**src/bqmix_pkg.sv**
```systemverilog
// shared types and constants for the biquad section with wet/dry mix
package bqmix_pkg;

    // default sizes
    localparam int DEF_SAMPLE_BITS    = 24;
    localparam int DEF_COEF_BITS      = 32;
    localparam int DEF_COEF_FRAC_BITS = 27;

    // width of the internal value and the delay line
    localparam int STATE_BITS = 32;

    // register file
    localparam int NUM_REGS = 7;
    localparam int REG_IDX_W = 3;

    localparam logic [REG_IDX_W-1:0] REG_FF_COEF_0 = 3'd0;
    localparam logic [REG_IDX_W-1:0] REG_FF_COEF_1 = 3'd1;
    localparam logic [REG_IDX_W-1:0] REG_FF_COEF_2 = 3'd2;
    localparam logic [REG_IDX_W-1:0] REG_FB_COEF_1 = 3'd3;
    localparam logic [REG_IDX_W-1:0] REG_FB_COEF_2 = 3'd4;
    localparam logic [REG_IDX_W-1:0] REG_WET_GAIN  = 3'd5;
    localparam logic [REG_IDX_W-1:0] REG_DRY_GAIN  = 3'd6;

    // sequencer states
    typedef enum logic [1:0] {
        ST_IDLE,
        ST_CALC,
        ST_DELIVER
    } bq_state_t;

    // accumulator operations
    typedef enum logic [2:0] {
        ACC_HOLD,
        ACC_LOAD_X,
        ACC_LOAD_P,
        ACC_ADD,
        ACC_SUB
    } acc_op_t;

    // multiplier operand selects
    typedef enum logic [1:0] {
        MB_DELAY_FIRST,
        MB_DELAY_SECOND,
        MB_W,
        MB_Y
    } mul_b_sel_t;

    // steps of one sample
    localparam int STEP_W = 4;
    localparam logic [STEP_W-1:0] STEP_FB1    = 4'd0;
    localparam logic [STEP_W-1:0] STEP_FB2    = 4'd1;
    localparam logic [STEP_W-1:0] STEP_FF1    = 4'd2;
    localparam logic [STEP_W-1:0] STEP_W_RND  = 4'd3;
    localparam logic [STEP_W-1:0] STEP_FF0    = 4'd4;
    localparam logic [STEP_W-1:0] STEP_DRY    = 4'd5;
    localparam logic [STEP_W-1:0] STEP_Y_RND  = 4'd6;
    localparam logic [STEP_W-1:0] STEP_WET    = 4'd7;
    localparam logic [STEP_W-1:0] STEP_MIX    = 4'd8;

endpackage

```
**src/biquad_filter_with_wet_dry_mix.sv**
```systemverilog
// biquad section (direct form II) with wet/dry mix on one shared multiplier
//
//  channel  | dir | handshake                     | payload
//  ---------+-----+-------------------------------+-------------------------------
//  s_axis   | in  | s_axis_tvalid / s_axis_tready | s_axis_tdata: sample_in
//  m_axis   | out | m_axis_tvalid / m_axis_tready | m_axis_tdata: sample_out
//  apb      | in  | psel / penable / pready       | paddr, pwdata, prdata: coefs
//
//  each accepted sample runs 9 steps on the single coef x state
//  multiplier and accumulator, then a rounding/delivery state; the next
//  sample is taken the cycle after the result is registered, so a new
//  sample is accepted only once the previous result has been delivered.
//  a result waiting in the output register stalls only the delivery state.
//  reset clears the delay line and loads pass-through coefficients.
module biquad_filter_with_wet_dry_mix #(
    parameter int SAMPLE_BITS    = bqmix_pkg::DEF_SAMPLE_BITS,
    parameter int COEF_BITS      = bqmix_pkg::DEF_COEF_BITS,
    parameter int COEF_FRAC_BITS = bqmix_pkg::DEF_COEF_FRAC_BITS,
    localparam int TDATA_W  = ((SAMPLE_BITS + 7) / 8) * 8,
    localparam int PDATA_W  = (COEF_BITS > 32) ? 64 : 32,
    localparam int PADDR_W  = (COEF_BITS > 32) ? 6 : 5
) (
    input  logic               clk,
    input  logic               rst_n,
    // stream in
    input  logic               s_axis_tvalid,
    output logic               s_axis_tready,
    input  logic [TDATA_W-1:0] s_axis_tdata,   // [SAMPLE_BITS-1:0] sample_in
    // stream out
    output logic               m_axis_tvalid,
    input  logic               m_axis_tready,
    output logic [TDATA_W-1:0] m_axis_tdata,   // [SAMPLE_BITS-1:0] sample_out
    // register port
    input  logic               psel,
    input  logic               penable,
    input  logic               pwrite,
    input  logic [PADDR_W-1:0] paddr,
    input  logic [PDATA_W-1:0] pwdata,
    output logic [PDATA_W-1:0] prdata,
    output logic               pready
);
    import bqmix_pkg::*;

    localparam int ADDR_LSB = (COEF_BITS > 32) ? 3 : 2;
    localparam int PROD_W   = COEF_BITS + STATE_BITS;
    localparam int ACC_W    = PROD_W + 2;
    localparam logic signed [COEF_BITS-1:0] COEF_ONE =
        {{(COEF_BITS-1){1'b0}}, 1'b1} << COEF_FRAC_BITS;
    localparam logic signed [ACC_W-1:0] ROUND_ADD =
        {{(ACC_W-1){1'b0}}, 1'b1} << (COEF_FRAC_BITS - 1);

    // registers
    logic signed [COEF_BITS-1:0]   coef_reg [NUM_REGS];
    bq_state_t                     state_reg, state_next;
    logic [STEP_W-1:0]             step_reg, step_next;
    logic signed [SAMPLE_BITS-1:0] x_reg;
    logic signed [STATE_BITS-1:0]  delay_first_reg, delay_second_reg;
    logic signed [STATE_BITS-1:0]  w_reg, y_reg;
    logic signed [PROD_W-1:0]      prod_reg;
    logic signed [ACC_W-1:0]       acc_reg, acc_next;
    logic                          out_valid_reg;
    logic signed [SAMPLE_BITS-1:0] out_reg;

    // control
    logic                          in_beat, cfg_wr, deliver, w_load, y_load;
    logic [REG_IDX_W-1:0]          cfg_idx;
    acc_op_t                       acc_op;
    logic [REG_IDX_W-1:0]          mul_a_idx;
    mul_b_sel_t                    mul_b_sel;
    logic signed [COEF_BITS-1:0]   mul_a;
    logic signed [STATE_BITS-1:0]  mul_b;

    // rounding
    logic signed [ACC_W-1:0]       rnd_sum, rnd;
    logic signed [STATE_BITS-1:0]  rnd_sat_state;
    logic signed [SAMPLE_BITS-1:0] rnd_sat_out;
    logic                          fits_state, fits_out;

    assign pready  = 1'b1;
    assign cfg_wr  = psel & penable & pwrite & pready;
    assign cfg_idx = paddr[ADDR_LSB +: REG_IDX_W];
    assign in_beat = s_axis_tvalid & s_axis_tready;

    // register file write
    always_ff @(posedge clk or negedge rst_n)
    begin
        if (!rst_n)
        begin
            for (int i = 0; i < NUM_REGS; i++)
            begin
                coef_reg[i] <= '0;
            end
            coef_reg[REG_FF_COEF_0] <= COEF_ONE;
            coef_reg[REG_WET_GAIN]  <= COEF_ONE;
        end
        else if (cfg_wr && (cfg_idx < REG_IDX_W'(NUM_REGS)))
        begin
            coef_reg[cfg_idx] <= pwdata[COEF_BITS-1:0];
        end
    end

    // register readback
    always_comb
    begin
        case (cfg_idx)
            REG_FF_COEF_0, REG_FF_COEF_1, REG_FF_COEF_2, REG_FB_COEF_1,
            REG_FB_COEF_2, REG_WET_GAIN, REG_DRY_GAIN:
                prdata = PDATA_W'(coef_reg[cfg_idx]);
            default:
                prdata = '0;
        endcase
    end

    // next state
    always_comb
    begin
        state_next = state_reg;
        step_next  = step_reg;
        case (state_reg)
            ST_IDLE:
            begin
                if (s_axis_tvalid)
                begin
                    state_next = ST_CALC;
                    step_next  = STEP_FB1;
                end
            end
            ST_CALC:
            begin
                if (step_reg == STEP_MIX)
                begin
                    state_next = ST_DELIVER;
                end
                else
                begin
                    step_next = step_reg + 1'b1;
                end
            end
            ST_DELIVER:
            begin
                if (!out_valid_reg || m_axis_tready)
                begin
                    state_next = ST_IDLE;
                end
            end
            default:
                state_next = ST_IDLE;
        endcase
    end

    // sequencer outputs
    always_comb
    begin
        s_axis_tready = 1'b0;
        deliver       = 1'b0;
        w_load        = 1'b0;
        y_load        = 1'b0;
        acc_op        = ACC_HOLD;
        mul_a_idx     = REG_FB_COEF_1;
        mul_b_sel     = MB_DELAY_FIRST;
        case (state_reg)
            ST_IDLE:
                s_axis_tready = 1'b1;
            ST_CALC:
            begin
                case (step_reg)
                    STEP_FB1:
                    begin
                        acc_op    = ACC_LOAD_X;
                        mul_a_idx = REG_FB_COEF_1;
                        mul_b_sel = MB_DELAY_FIRST;
                    end
                    STEP_FB2:
                    begin
                        acc_op    = ACC_SUB;
                        mul_a_idx = REG_FB_COEF_2;
                        mul_b_sel = MB_DELAY_SECOND;
                    end
                    STEP_FF1:
                    begin
                        acc_op    = ACC_SUB;
                        mul_a_idx = REG_FF_COEF_1;
                        mul_b_sel = MB_DELAY_FIRST;
                    end
                    STEP_W_RND:
                    begin
                        w_load    = 1'b1;
                        acc_op    = ACC_LOAD_P;
                        mul_a_idx = REG_FF_COEF_2;
                        mul_b_sel = MB_DELAY_SECOND;
                    end
                    STEP_FF0:
                    begin
                        acc_op    = ACC_ADD;
                        mul_a_idx = REG_FF_COEF_0;
                        mul_b_sel = MB_W;
                    end
                    STEP_DRY:
                    begin
                        acc_op    = ACC_ADD;
                        mul_a_idx = REG_DRY_GAIN;
                        mul_b_sel = MB_DELAY_FIRST;
                    end
                    STEP_Y_RND:
                    begin
                        y_load = 1'b1;
                        acc_op = ACC_LOAD_P;
                    end
                    STEP_WET:
                    begin
                        mul_a_idx = REG_WET_GAIN;
                        mul_b_sel = MB_Y;
                    end
                    STEP_MIX:
                        acc_op = ACC_ADD;
                    default:
                        acc_op = ACC_HOLD;
                endcase
            end
            ST_DELIVER:
                deliver = !out_valid_reg || m_axis_tready;
            default:
                s_axis_tready = 1'b0;
        endcase
    end

    // shared multiplier operands; the dry step takes x in place of a delay
    always_comb
    begin
        mul_a = coef_reg[mul_a_idx];
        case (mul_b_sel)
            MB_DELAY_FIRST:
                mul_b = (step_reg == STEP_DRY) ? STATE_BITS'(x_reg) : delay_first_reg;
            MB_DELAY_SECOND:
                mul_b = delay_second_reg;
            MB_W:
                mul_b = w_reg;
            MB_Y:
                mul_b = y_reg;
            default:
                mul_b = '0;
        endcase
    end

    // accumulator
    always_comb
    begin
        case (acc_op)
            ACC_LOAD_X:
                acc_next = ACC_W'(x_reg) <<< COEF_FRAC_BITS;
            ACC_LOAD_P:
                acc_next = ACC_W'(prod_reg);
            ACC_ADD:
                acc_next = acc_reg + ACC_W'(prod_reg);
            ACC_SUB:
                acc_next = acc_reg - ACC_W'(prod_reg);
            default:
                acc_next = acc_reg;
        endcase
    end

    // round to nearest, ties up, then saturate
    always_comb
    begin
        rnd_sum    = acc_reg + ROUND_ADD;
        rnd        = rnd_sum >>> COEF_FRAC_BITS;
        fits_state = (rnd[ACC_W-1:STATE_BITS-1] == {(ACC_W-STATE_BITS+1){rnd[ACC_W-1]}});
        fits_out   = (rnd[ACC_W-1:SAMPLE_BITS-1] == {(ACC_W-SAMPLE_BITS+1){rnd[ACC_W-1]}});
        if (fits_state)
        begin
            rnd_sat_state = rnd[STATE_BITS-1:0];
        end
        else
        begin
            rnd_sat_state = {rnd[ACC_W-1], {(STATE_BITS-1){~rnd[ACC_W-1]}}};
        end
        if (fits_out)
        begin
            rnd_sat_out = rnd[SAMPLE_BITS-1:0];
        end
        else
        begin
            rnd_sat_out = {rnd[ACC_W-1], {(SAMPLE_BITS-1){~rnd[ACC_W-1]}}};
        end
    end

    // control registers
    always_ff @(posedge clk or negedge rst_n)
    begin
        if (!rst_n)
        begin
            state_reg        <= ST_IDLE;
            step_reg         <= STEP_FB1;
            out_valid_reg    <= 1'b0;
            delay_first_reg  <= '0;
            delay_second_reg <= '0;
        end
        else
        begin
            state_reg <= state_next;
            step_reg  <= step_next;
            if (deliver)
            begin
                out_valid_reg    <= 1'b1;
                delay_second_reg <= delay_first_reg;
                delay_first_reg  <= w_reg;
            end
            else if (m_axis_tready)
            begin
                out_valid_reg <= 1'b0;
            end
        end
    end

    // datapath registers
    always_ff @(posedge clk)
    begin
        prod_reg <= mul_a * mul_b;
        acc_reg  <= acc_next;
        if (in_beat)
        begin
            x_reg <= s_axis_tdata[SAMPLE_BITS-1:0];
        end
        if (w_load)
        begin
            w_reg <= rnd_sat_state;
        end
        if (y_load)
        begin
            y_reg <= rnd_sat_state;
        end
        if (deliver)
        begin
            out_reg <= rnd_sat_out;
        end
    end

    assign m_axis_tvalid = out_valid_reg;
    assign m_axis_tdata  = TDATA_W'($unsigned(out_reg));

    // checks
    a_accept_starts: assert property (@(posedge clk) disable iff (!rst_n)
        in_beat |=> (state_reg == ST_CALC) && (step_reg == STEP_FB1))
        else $error("accepted beat did not start the sequence");

    a_step_range: assert property (@(posedge clk) disable iff (!rst_n)
        (state_reg == ST_CALC) |-> (step_reg <= STEP_MIX))
        else $error("step counter out of range");

    a_delay_hold: assert property (@(posedge clk) disable iff (!rst_n)
        !deliver |=> $stable(delay_first_reg) && $stable(delay_second_reg))
        else $error("delay line moved without a result");

    a_valid_source: assert property (@(posedge clk) disable iff (!rst_n)
        $rose(m_axis_tvalid) |-> $past(state_reg == ST_DELIVER))
        else $error("result raised outside delivery");

    a_no_overwrite: assert property (@(posedge clk) disable iff (!rst_n)
        (m_axis_tvalid && !m_axis_tready) |=> $stable(m_axis_tdata))
        else $error("pending result overwritten");

endmodule
```
**config.mk**
```make
export PLATFORM = sky130hd
export DESIGN_NAME = biquad_filter_with_wet_dry_mix
export DESIGN_NICKNAME = d
export VERILOG_FILES = /design/src/bqmix_pkg.sv /design/src/biquad_filter_with_wet_dry_mix.sv
export SDC_FILE = /design/constraint.sdc
export NUM_CORES = 2
export LEC_CHECK = 0
export ABC_AREA = 1
export CAP_MARGIN = 20
export CELL_PAD_IN_SITES_DETAIL_PLACEMENT = 2
export CELL_PAD_IN_SITES_GLOBAL_PLACEMENT = 2
export CORE_AREA = 3 3 398 400
export CTS_CLUSTER_SIZE = 24
export DETAILED_ROUTE_END_ITERATION = 8
export DIE_AREA = 0 0 401 403
export DONT_BUFFER_PORTS = 1
export GPL_TIMING_DRIVEN = 0
export PLACE_DENSITY = 0.91
export SLEW_MARGIN = 10
export SYNTH_ARGS = -nofsm -noshare
export SYNTH_HDL_FRONTEND = slang
export SYNTH_SLANG_ARGS = --single-unit
```
**constraint.sdc**
```tcl
create_clock -name clk -period 18.4 [get_ports clk]
set_clock_uncertainty 0.2 [all_clocks]
set_input_delay 0.92 -clock clk [delete_from_list [all_inputs] [get_ports clk]]
set_output_delay 0.92 -clock clk [all_outputs]
set_load 0.02 [all_outputs]
```
# Yosys cells after proc, flatten, opt, wreduce, memory -nomap -nowiden

Cells that the tools add are included.

Bits in registers: 537
Input port bits: 68
Output and inout bits: 59
Logic and storage cells: 116

Add/sub/neg operators: 4
$mul: 1
Order comparisons: 4
Equal/unequal tests: 29
Mux-type cells: 36
Bitwise gates (word level): 6
Reductions and logical operators: 18

Operators by type and width:

| operator                                        | number |
|---|---|
| case mux 66 bit (4 select lines)                | 1 |
| two-way mux 32 bit                              | 8 |
| bitwise mux 224 bit                             | 1 |
| binary-select mux 32 bit (select 3 bit)         | 2 |
| case mux 32 bit (4 select lines)                | 1 |
| demux 32 bit (select 3 bit)                     | 1 |
| adder 66 x 28 -> 66 bit (second input constant) | 1 |
| adder 66 x 64 -> 66 bit                         | 1 |
| subtractor 66 x 64 -> 66 bit                    | 1 |
| multiplier 32 x 32 -> 64 bit                    | 1 |
| two-way mux 24 bit                              | 1 |
| case mux 3 bit (6 select lines)                 | 1 |
| == test 4 x 3 -> 1 bit (second input constant)  | 4 |
| == test 15 bit                                  | 1 |
| == test 3 x 2 -> 1 bit (second input constant)  | 4 |
| == test 3 bit (second input constant)           | 4 |
| case mux 2 bit (3 select lines)                 | 2 |
| case mux 3 bit (4 select lines)                 | 1 |
| == test 4 x 2 -> 1 bit (second input constant)  | 2 |
| >= comparator 4 bit (second input constant)     | 2 |
| two-way mux 1 bit                               | 8 |
| two-way mux 2 bit                               | 4 |
| two-way mux 4 bit                               | 2 |
| inequality test 2 bit (second input constant)   | 4 |
| 26 further kinds                                | 40 |

# Depth between registers and ports, before layout

Word-level depth: 8
Depth in mapped cells: 45
Depth with buffers taken out: 44

# Worst setup path before layout

No wires, ideal clock.

Path type: flip-flop to flip-flop
Start: reg step_reg[0]
End: reg prod_reg[61]
Setup time: 0.112 ns
Data arrival time: 8.499 ns
Data required time: 18.088 ns
Path slack: 9.589 ns
Cell stages (with the launch flop): 38
Path buffers: 4
Clock period less this slack: 8.811 ns
Cells stage by stage: dfrtp_1 -> inv_1 -> ha_1 -> o21ai_2 -> nand3_2 -> nand2_4 -> inv_2 -> buf_6 -> buf_6 -> o211ai_1 -> nand3_1 -> and2_1 -> buf_2 -> buf_2 -> nor2_1 -> fa_1 -> fa_1 -> fa_1 -> [2 not listed] -> fa_1 -> inv_1 -> fa_1 -> inv_1 -> fa_1 -> inv_1 -> fa_1 -> ha_1 -> nand2_1 -> nor2_1 -> inv_1 -> nor2_1 -> inv_1 -> nor2_1 -> inv_1 -> o211a_1 -> nand3_1 -> nand2_1

Cells in the longest elaborated chain, start to end: 8
Elaborated cells between the ends (all ways): 22
Classes of those cells: mul: 1; eq/ne: 9; mux: 9; bitwise: 1; reduce/logical: 2

RTL lines:

| item                                                  | line                                  | RTL |
|---|---|---|
| start: declaration                                    | biquad_filter_with_wet_dry_mix.sv:55  | `logic [STEP_W-1:0] step_reg, step_next;` |
| start signal: assignment                              | biquad_filter_with_wet_dry_mix.sv:301 | `step_reg <= step_next;` |
| == test 4 x 3 -> 1 bit, or another cell as far along  | biquad_filter_with_wet_dry_mix.sv:166 | `case (step_reg)` |
| case mux 3 bit (6 select lines)                       | biquad_filter_with_wet_dry_mix.sv:166 |  |
| two-way mux 3 bit                                     | biquad_filter_with_wet_dry_mix.sv:161 | `case (state_reg)` |
| NOT 3 -> 4 bit (implied by the code)                  | biquad_filter_with_wet_dry_mix.sv:230 | `mul_a = coef_reg[mul_a_idx];` |
| binary-select mux 32 bit (select 3 bit)               | biquad_filter_with_wet_dry_mix.sv:230 |  |
| two-way mux 32 bit (implied by the code) (2 in a row) | biquad_filter_with_wet_dry_mix.sv:230 |  |
| multiplier 32 x 32 -> 64 bit (*)                      | biquad_filter_with_wet_dry_mix.sv:318 | `prod_reg <= mul_a * mul_b;` |
| end signal: assignment                                | biquad_filter_with_wet_dry_mix.sv:318 |  |
| end: declaration                                      | biquad_filter_with_wet_dry_mix.sv:59  | `logic signed [PROD_W-1:0] prod_reg;` |

Every way passes the cells marked *; elsewhere a longest branch is shown, timed or not. The select of a mux whose other input is x is not followed.
A chain may end at the register's enable or synchronous reset.

# Worst setup path in the final report

Start: reg step_reg[0]
End: reg prod_reg[38]

The elaborated chain is that of the path after synthesis.

==> run metrics <==
CP max-delay cell buf_1; critical path's largest stage delay 0.92 ns; DR vias/cell between 6 and 7; final hold slack -0.0314 ns; CP Class reg2reg; post-CTS resize count 0; Layout area overhead 8.15%; Multi-input gate area 46700 um2; Setup WS pre-CTS 6.56 ns; Clock Latency Late Sink 0.74 ns; Fmax achieved 0.0783 GHz; Post-route DRC 0; outcome finished, violations left; Worst-path clk slew 0.07 ns; CTS Root Cell clkbuf_16; FF+latch count, synth 537; grt total ovfl 0; initial core utilization 0.438; Slew Limit Fails 0; PnR worst setup slack approximately 5.6 ns; Netlist cell types 63; largest net degree at the start of global routing between 200 and 300; TritonCTS Buffers 70; initial antenna violation count 41; CP max FO 10; CP Launch Type flip-flop; beginning of the critical path step_reg[0]; Chip Width 401 um; TritonCTS clock tree yes; post-synthesis cell count 8502; Total GRT Usage 0.511; Register Area 14000 um2; Main synth FF type dfrtp_1; Std-Cell Rows 145; RSZ-0062 raised after global routing no; synthesized cell area 68200 um2; antenna-violating nets left 0; actual slew at the worst max-slew pin 1.32 ns; final hold violation count 36; Die H 403 um; Tcrit/Tclk final 0.694; num ports between 100 and 150; Max Root-Sink Buffers 3; Worst setup EP type flip-flop; sequential area share after synthesis 0.205; layout cells sized above 1 0.0555; max reg flops around 220; Post-synth EDFFs 178; Vias 71000; Synth Warn # 0; crit path DAT 13.14 ns; Iter 0 DRT Violations 8376; MaxCap Viol Count 0; Clock Sinks between 500 and 600; Final min period 12.77 ns; failing checks hold timing; CTS H-tree lvls 3; Synth Area per Inst between 8 and 9 um2; final core utilization 0.474; Setup TNS Final 0 ns; DP HPWL 323 mm; Nets about 10000; ys async rst share 0.549; Post-CTS Repair Setup Buffers 0; die area approximately 160000 um2; Port Buffers 0; drt total wl 418 mm; commonest non-fill, non-tap cells in the layout 1758 x nand2_1, 1552 x inv_1, 1082 x fa_1; Pre-antenna DRT Iters 6; gp weighted congestion 1.02; Wirelength per Cell 38.8 um; Setup Viol. Count Final 0; Core Region 156000 um2; vias in the first global route a little under 80000; HP Class in2async; r2r startpoint step_reg[0]; Worst slew margin 0.122; most common cell after layout, fill and taps aside nand2_1; first-pass GRT wire length 584 mm; Data required, critical path 18.77 ns; Layout fillers ~17000; Syn Nets about 9900
[worst max-delay path, delay by kind of cell, from the launching register on]
kind | cells | cell delay (ns)
flip-flops | 1 | 0.43
AO/OA/AOI/OAI | 1 | 0.11
AND/OR/NAND/NOR | 15 | 2.93
buffers and inverters | 10 | 2.90
XOR/XNOR | 1 | 0.46
adder cells (fa/ha/maj) | 10 | 5.52
[kinds of logic (layout without fill, tap and decap cells)]
| kind of cell | count (synthesis) | after routing | share of synthesized area |
|---|---|---|---|
| flip-flops | 537 | 537 | 0.205 |
| XOR/XNOR | 164 | 164 | 0.0211 |
| AO/OA/AOI/OAI | 1121 | 1121 | 0.0943 |
| buffers and inverters | 1939 | 2091 | 0.112 |
| other | 1 | 47 | 0.0000550 |
| AND/OR/NAND/NOR | 3402 | 3402 | 0.202 |
| adder cells (fa/ha/maj) | 1338 | 1338 | 0.365 |
[stage by stage]
step	hold slack (ns)	instance area (um2)	std cells
floorplan	0.248	68200	8502
global placement	0.255	70800	10600
detailed placement	0.273	71100	10600
CTS	0.0929	73500	10700
global route	0.0285	73700	10700
finish	-0.0314	73800	10800
[per-layer routing]
metal,track usage,part of all wire,vias up
met5,0.00862,0.00066,-
met4,0.482,0.12,24
met3,0.184,0.12,2594
met2,0.773,0.43,5889
met1,0.558,0.33,36000
li1,-,-,26500
[cell type report]
type	instances	share of cell area
clock inverters	33	0.00468
inverters	1616	0.0822
plain buffers	323	0.0214
multi-input cells	6026	0.633
well taps	2058	0.0349
clock buffers	93	0.0264
flip-flops and latches	537	0.190
diodes	46	0.00156
repair buffers	26	0.00599
[timing repair]
action | 4_1_cts | 5_1_grt
endpoints found under the hold margin | 293 | 0
hold buffers | 2 | 0
setup endpoints to repair | 0 | 0
[final timing paths]
kind,cells past startpoint,slack (ns),endpoint
worst min-delay path,1,-0.03,delay_second_reg[19]
min in group clk,0,0.07,x_reg[13]
worst max register to register,37,5.63,prod_reg[38]
worst max-delay path,37,5.63,prod_reg[38]
max in group asynchronous,2,16.42,coef_reg[157]
worst min register to register,2,0.29,coef_reg[139]
[cell usage after synthesis, drive strengths merged, types with 103 or more instances]
library cell / n / area share
xor2: 126 / 0.016
clkbuf: 120 / 0.0066
edfxtp: 178 / 0.078
nor2: 1083 / 0.061
a21oi: 303 / 0.023
fa: 1083 / 0.32
o211ai: 103 / 0.012
nand2: 1788 / 0.10
o21ai: 525 / 0.039
dfrtp: 293 / 0.11
buf: 203 / 0.017
ha: 255 / 0.047
inv: 1611 / 0.089
nand3: 358 / 0.026
Power is left out: the tool's default activity adds up to more than one toggle a clock period on the data nets, which glitch-free logic cannot reach.
